$ cat config.mk
export PLATFORM = sky130hd
export DESIGN_NAME = cbce_ram
export DESIGN_NICKNAME = d
export VERILOG_FILES = /design/src/design/cbce_ram.sv
export SDC_FILE = /design/constraint.sdc
export NUM_CORES = 1
export LEC_CHECK = 0
export BUFFER_PORTS_ARGS = -buffer_cell sky130_fd_sc_hd__buf_2
export CORE_MARGIN = 2
export CORE_UTILIZATION = 50
export CTS_BUF_LIST = sky130_fd_sc_hd__clkbuf_8
export CTS_CLUSTER_DIAMETER = 50
export DETAILED_ROUTE_END_ITERATION = 16
export PLACE_DENSITY = 0.64
export REMOVE_ABC_BUFFERS = 1
export SYNTH_ARGS = -nofsm -noshare
export SYNTH_HDL_FRONTEND = slang
export SYNTH_SLANG_ARGS = --single-unit
export TNS_END_PERCENT = 100
$ cat constraint.sdc
create_clock -name clk -period 5 [get_ports clk]
set_input_delay 0.5 -clock clk [delete_from_list [all_inputs] [get_ports clk]]
set_output_delay 0.5 -clock clk [all_outputs]
set_load 0.03 [all_outputs]
$ cat src/design/cbce_ram.sv
module cbce_ram #(
  parameter int WIDTH = 32,
  parameter int DEPTH = 16
) (
  input  logic                     clk,
  input  logic                     we,
  input  logic [$clog2(DEPTH)-1:0] waddr,
  input  logic [WIDTH-1:0]         wdata,
  input  logic [$clog2(DEPTH)-1:0] raddr,
  output logic [WIDTH-1:0]         rdata
);

  logic [WIDTH-1:0] mem [DEPTH];

  always_ff @(posedge clk) begin
    if (we) mem[waddr] <= wdata;
    rdata <= mem[raddr];
  end

endmodule

# After elaboration in Yosys (flattened, before gate mapping)
# Memory sizes are Yosys's and may differ from the RTL's. A register that Yosys moved wholly into a read port is not among the register bits.
# Index checks and enable logic that the tools add are counted.
# W data, S select, Z words.
op_classes:
  shift: 0
  n_eq_ne: 0
  bitwise: 0
  n_reduce_logical: 0
  add_sub_neg: 0
  n_lt_le_gt_ge: 0
  mux: 2
  div_mod_pow: 0
  mul: 0
op_table:
  columns: ["cell", "n"]
  rows:
  - ["$mux W1", 2]
totals:
  inputBits: 42
  word_cells: 3
  output_inout_bits: 32
  memories: 1
  mem_bits_ro: 0
  ff_bits: 0
  latch_bits: 0
  ram_bits: 512
memory_table:
  columns: ["memory", "words", "width", "rd", "rd_ports_with_merged_regs", "write_ports", "line_no", "source"]
  rows:
  - ["mem", 16, 32, 1, 1, 1, "13", "logic [WIDTH-1:0] mem [DEPTH];"]

# Longest topological paths before layout
# Gate-level depths: netlist of run 1.
logic_depth:
  depth_word: 2
  depth_mapped: 5
  ltp_nobuf: 3

# Least setup slack after synthesis of run 1
# Ideal clock, no wire load.
synth_timing:
  path_type: "input to register"
  from: "in waddr[2]"
  to: "mem mem[0][0], enable pin"
  arrival_time_ps: 3218
  path_stages: 2
  setup_slack_ps: 1320
  path_buffers: 0
  required_time_ps: 4539
  setup_time_ps: 461
  cell_sequence: "or3b_2 nor3_1"
synth_rtl:
  columns: ["item", "line_no", "source"]
  rows:
  - ["from (decl)", "7", "input logic [$clog2(DEPTH)-1:0] waddr,"]
  - ["to (decl)", "13", null]
# Straight into the memory's write port.

==> out/results.txt, run 1 <==
FMAX -> 481 MHz
post-cts gate resize count -> 0
crit end category -> flip-flop
GPL Wtd Cong -> 0.711
largest net degree at the start of global routing -> 87
Critical Path Source Type -> input pin
IO Pins -> 74
Ys Warns -> 0
P_int -> 7.06 mW
Reg power frac -> 56.7%
Hold Fails Final Rpt -> 0
final WL -> 42500 µm
final period utilization -> 41.6%
CTS Buf Count -> 85
vias per cell -> 5.88
Post-CTS Hold Fix Bufs -> 0
register area share after synthesis -> 80.7%
# DRC -> 0
CP max FO -> 64
CP required -> 5510 ps
height of the die -> 203 µm
Simple-Gate Fraction of Synth Area -> 1.27%
leakage -> 7.37 nW
Synth Register Bits -> 544
Chip Width -> 203 µm
hpwl dp -> 20800 µm
Peak VDD IR -> 0.000237 V
switch share -> 22.0%
WL/cell -> 27.1 µm
starting density of the core -> 51.0%
antenna violations before repair -> 4
Clk pwr share -> 37.9%
Syn Std Cell Area -> 19900 µm²
site row count -> 72
CTS sink cnt -> 544
detailed router's first-iteration violation count -> 930
syn_area_per_cell -> 23.7 µm²
Layout area overhead -> 13.7%
Worst EP arrival -> 2590 ps
Power Density -> 401 nW/µm²
worst skew pair latency -> 620 ps
vias -> 9224
Hold Path Class -> in2reg
total negative setup slack -> 0 ps
P_sw -> 2.00 mW
DR pass1 iterations -> 6
status -> completed
Rel. slew slack -> 25.2%
cell area after layout -> 22600 µm²
clock tree buffer depth -> 3
Post-layout nets -> 1022
XOR/XNOR Fraction of Synth Area -> 0%
Cell variety after synth -> 18
Comb power frac -> 5.5%
DP Area -> 21000 µm²
clk root buf -> clkbuf_8
clk_skew -> 19.2 ps
total of max-cap violations -> 0
antenna viol nets, final -> 0
CTS tree -> done
Total GRT Usage -> 21.3%
H-tree levels -> 3
vias in the first global route -> 9677
Final Slew Violations -> 0
first-pass GRT wire length -> 62800 µm
Worst Tran Pin Value -> 1120 ps
post-synthesis compound-gate area fraction -> 2.42%
mux contribution to synthesized area -> 14.5%
port bufs -> 73
setup violators final -> 0
crit path time final -> 2080 ps
die footprint -> 41300 µm²
post-CTS setup buffer count -> 0
kind of critical path -> in2reg
post-synthesis cell count -> 838
Clock transition at path regs -> 60 ps
fraction of layout cells with a size suffix above 1 -> 33.9%
RSZ-0062 raised after global routing -> no
main combinational cell family by area after synthesis -> multiplexers
Remaining Overflow, GRT -> 0
most frequent cells in the layout -> 512 x edfxtp_1, 128 x mux4_2, 95 x clkbuf_8
commonest non-fill, non-tap cell in the layout -> edfxtp_1
post-synthesis adder-cell area fraction -> 0%
total power -> 9.05 mW
Hold WS -> 248 ps
core area -> 38900 µm²
[layer usage]
metal / routed length, µm / up-vias / GRT usage, %
met1: 18900 / 4934 / 31.7
met4: 786 / 2 / 6.18
met5: 13 / - / 0
met3: 2710 / 70 / 4.67
met2: 20000 / 338 / 32.1
li1: - / 3880 / -
[path summary, 6_finish.rpt]
path | slack (ps) | cells after the start | to | startpoint
max | 2920 | 5 | rdata[0]$_DFF_P_ | raddr[0]
min reg2reg | 670 | 3 | rdata[7]$_DFF_P_ | mem[15][7]$_DFFE_PP_
min | 250 | 1 | mem[15][24]$_DFFE_PP_ | wdata[24]
max reg2reg | 3670 | 3 | rdata[25]$_DFF_P_ | mem[3][25]$_DFFE_PP_
[registers in the layout (all words and copies together), names as in the netlist]
name,cells
rdata,32
mem,512
[power by group through the flow]
stage          clock (mW)  combinational, mW  sequential (mW)
2_1_floorplan           0              0.196             5.28
3_3_place_gp            0              0.495             5.22
3_5_place_dp            0              0.501             5.23
4_1_cts              3.50              0.503             5.13
5_1_grt              3.69              0.533             5.14
6_report             3.43              0.494             5.13
[worst max-delay path, cell delays in order]
cell	delay (ps)
clkbuf_8	580
buf_4	510
mux4_2	550
a22oi_1	230
nand2_1	70
[logic make-up after synthesis]
kind of cell | Yosys count
mux | 128
flops | 544
compound gates | 64
simple gates | 59
buf+inv | 43
[per-stage QoR]
stage | setup WS, ps | std cells | utilization, %
floorplan | 1320 | 795 | -
global placement | 2230 | 1411 | 53.9
detailed placement | 2210 | 1411 | 53.9
CTS | 2870 | 1565 | 58.0
global route | 2710 | 1565 | 58.0
finish | 2920 | 1568 | 58.0
[Yosys cell counts]
cell type	n	share of area, %
a22oi_1	64	2.4
and2_1	1	0.032
buf_1	9	0.17
buf_2	4	0.10
buf_4	11	0.42
buf_6	2	0.11
clkbuf_1	17	0.32
dfxtp_1	32	3.2
edfxtp_1	512	77
mux4_2	128	15
nand2_1	33	0.62
nand2b_1	2	0.063
nand3_1	1	0.025
nand3b_1	2	0.076
nor2_1	13	0.25
nor2b_1	2	0.063
nor3_1	4	0.10
or3b_2	1	0.044
[layout make-up]
class | instances | area [µm²]
timing repair buffer | 98 | 577
clock buffer | 94 | 1290
tap | 518 | 648
antenna | 3 | 7.51
multi-input combinational | 251 | 3750
clock inverter | 60 | 283
fill | 2870 | 16300
sequential | 544 | 16000
Note: power is estimated with default switching activity, not from simulation.
==> run 2, diff against run 1 <==
--- a/config.mk
+++ b/config.mk
@@ -11,7 +11,7 @@
 export CTS_BUF_LIST = sky130_fd_sc_hd__clkbuf_8
 export CTS_CLUSTER_DIAMETER = 50
 export DETAILED_ROUTE_END_ITERATION = 16
-export PLACE_DENSITY = 0.64
+export PLACE_DENSITY = 0.66
 export REMOVE_ABC_BUFFERS = 1
 export SYNTH_ARGS = -nofsm -noshare
 export SYNTH_HDL_FRONTEND = slang
==> constraint.sdc (replaced) <==
create_clock -name clk -period 1.9 [get_ports clk]
set_input_delay 0.19 -clock clk [delete_from_list [all_inputs] [get_ports clk]]
set_output_delay 0.19 -clock clk [all_outputs]
set_load 0.03 [all_outputs]
==> run 2 against run 1 <==
Sequential share of layout area fell by 2.7 points; highest routed layer unchanged; largest power group unchanged; global-route usage fell by 0.94 points; register-to-register slack got worse by 3100 ps; critical path type is now reg2out; final cell count rose by 3.6%; critical endpoint is now rdata[7]; worst setup slack got worse by 2500 ps.
==> out/results.txt, run 2 (synthesized netlist as in run 1, its figures left out) <==
CTS Buf Count -> 87
Peak VDD IR -> 0.000555 V
H-tree levels -> 3
P_int -> 19.1 mW
final WL -> 40500 µm
die footprint -> 41300 µm²
Post-layout nets -> 1077
crit end category -> output pin
Biggest register -> mem
RSZ-0062 raised after global routing -> no
Final WS setup -> 465 ps
IO Pins -> 74
max reg flops -> 512
clk_skew -> 32.1 ps
Comb power frac -> 5.7%
status -> completed
Power Density -> 1040 nW/µm²
antenna violations before repair -> 2
Worst EP arrival -> 1250 ps
antenna viol nets, final -> 0
vias -> 9289
core area -> 38900 µm²
commonest non-fill, non-tap cell in the layout -> edfxtp_1
starting density of the core -> 51.0%
most frequent cells in the layout -> 512 x edfxtp_1, 128 x mux4_2, 99 x clkbuf_8
switch share -> 21.7%
WP buf/inv -> 1
DR pass1 iterations -> 7
worst skew pair latency -> 640 ps
Post-CTS Hold Fix Bufs -> 32
Clk pwr share -> 39.1%
Hold Fails Final Rpt -> 0
Post-Layout Cell Count -> 1624
biggest regs -> mem x512, rdata x32
crit path time final -> 1440 ps
clk root buf -> clkbuf_8
cell area after layout -> 23500 µm²
largest delay contributor family on the critical path -> flip-flops
Remaining Overflow, GRT -> 0
kind of critical path -> reg2out
Max stage delay on crit path -> 380 ps
P_sw -> 5.31 mW
leakage -> 7.76 nW
total of max-cap violations -> 0
Clock transition at path regs -> 60 ps
n_diodes -> 0
setup violators final -> 0
fraction of layout cells with a size suffix above 1 -> 35.1%
Final Slew Violations -> 0
final period utilization -> 75.5%
post-cts gate resize count -> 0
placed cells -> 1432
detailed router's first-iteration violation count -> 789
site row count -> 72
Worst Tran Pin Value -> 523 ps
# fillers -> 2752
first-pass GRT wire length -> 60800 µm
GPL Wtd Cong -> 0.694
CP max FO -> 1
CTS sink cnt -> 544
height of the die -> 203 µm
Hold Path Class -> in2reg
FMAX -> 697 MHz
clock tree buffer depth -> 3
port bufs -> 73
Chip Width -> 203 µm
critical-path cell list -> buf_2
register-to-register setup slack -> 590 ps
CTS tree -> done
Total GRT Usage -> 20.3%
hpwl dp -> 21500 µm
# DRC -> 0
utilization after layout -> 60.3%
Reg power frac -> 55.2%
Critical-path top delay cell -> dfxtp_1
vias per cell -> 5.72
setup slack at placement -> 136 ps
Critical Path Source Type -> flip-flop
largest net degree at the start of global routing -> 44
post-CTS setup buffer count -> 0
vias in the first global route -> 9825
CP required -> 1710 ps
WL/cell -> 24.9 µm
Layout area overhead -> 18.2%
DP Area -> 21400 µm²
Rel. slew slack -> 65.1%
## run 2: cell count changes in the layout (fill, tap and decap cells not counted), sizes merged, moves of 2 or more
cell,previous run,this run
bufinv,1,3
diode,3,0
buf,97,118
clkbuf,95,99
inv,31,29
dlygate4sd3,0,32
## run 2: power groups by stage
stage	registers [mW]	logic, mW	clock network (mW)
after floorplan	13.9	0.516	0
after global placement	13.7	1.35	0
after global routing	13.5	1.51	10.3
after CTS	13.5	1.43	9.78
final	13.5	1.40	9.56
after detailed placement	13.8	1.37	0
## run 2: final cells by class
type	count	area, µm²	share of cell area (%)
Clock buffer	98	1350	5.75
Multi-Input combinational cell	251	3750	16.0
Tap cell	518	648	2.76
Clock inverter	62	353	1.50
Sequential cell	544	16000	68.2
Timing Repair Buffer	151	1360	5.77
## run 2: routing by layer
layer / wire length [µm] / track usage (%) / vias to the layer above
li1: - / - / 3988
met1: 17500 / 29.4 / 4901
met2: 19500 / 31.6 / 316
met3: 2530 / 4.28 / 82
met4: 934 / 6.26 / 2
met5: 7 / 0 / -
## run 2: through the flow
| step | hold slack, ps | power (mW) | TNS, ps |
|---|---|---|---|
| 5_1_grt | 93.4 | 25.3 | 0 |
| 3_5_place_dp | 574 | 15.1 | 0 |
| 4_1_cts | 83.9 | 24.7 | 0 |
| 3_3_place_gp | 564 | 15.1 | 0 |
| 2_1_floorplan | 289 | 14.4 | -292410 |
| 6_report | 113 | 24.5 | 0 |
## run 2: final timing paths
path	startpoint	endpoint	depth (start not counted)
max reg2reg	mem[0][22]$_DFFE_PP_	rdata[22]$_DFF_P_	3
min reg2reg	mem[12][21]$_DFFE_PP_	rdata[21]$_DFF_P_	3
max	rdata[7]$_DFF_P_	rdata[7]	1
min	raddr[1]	rdata[21]$_DFF_P_	4
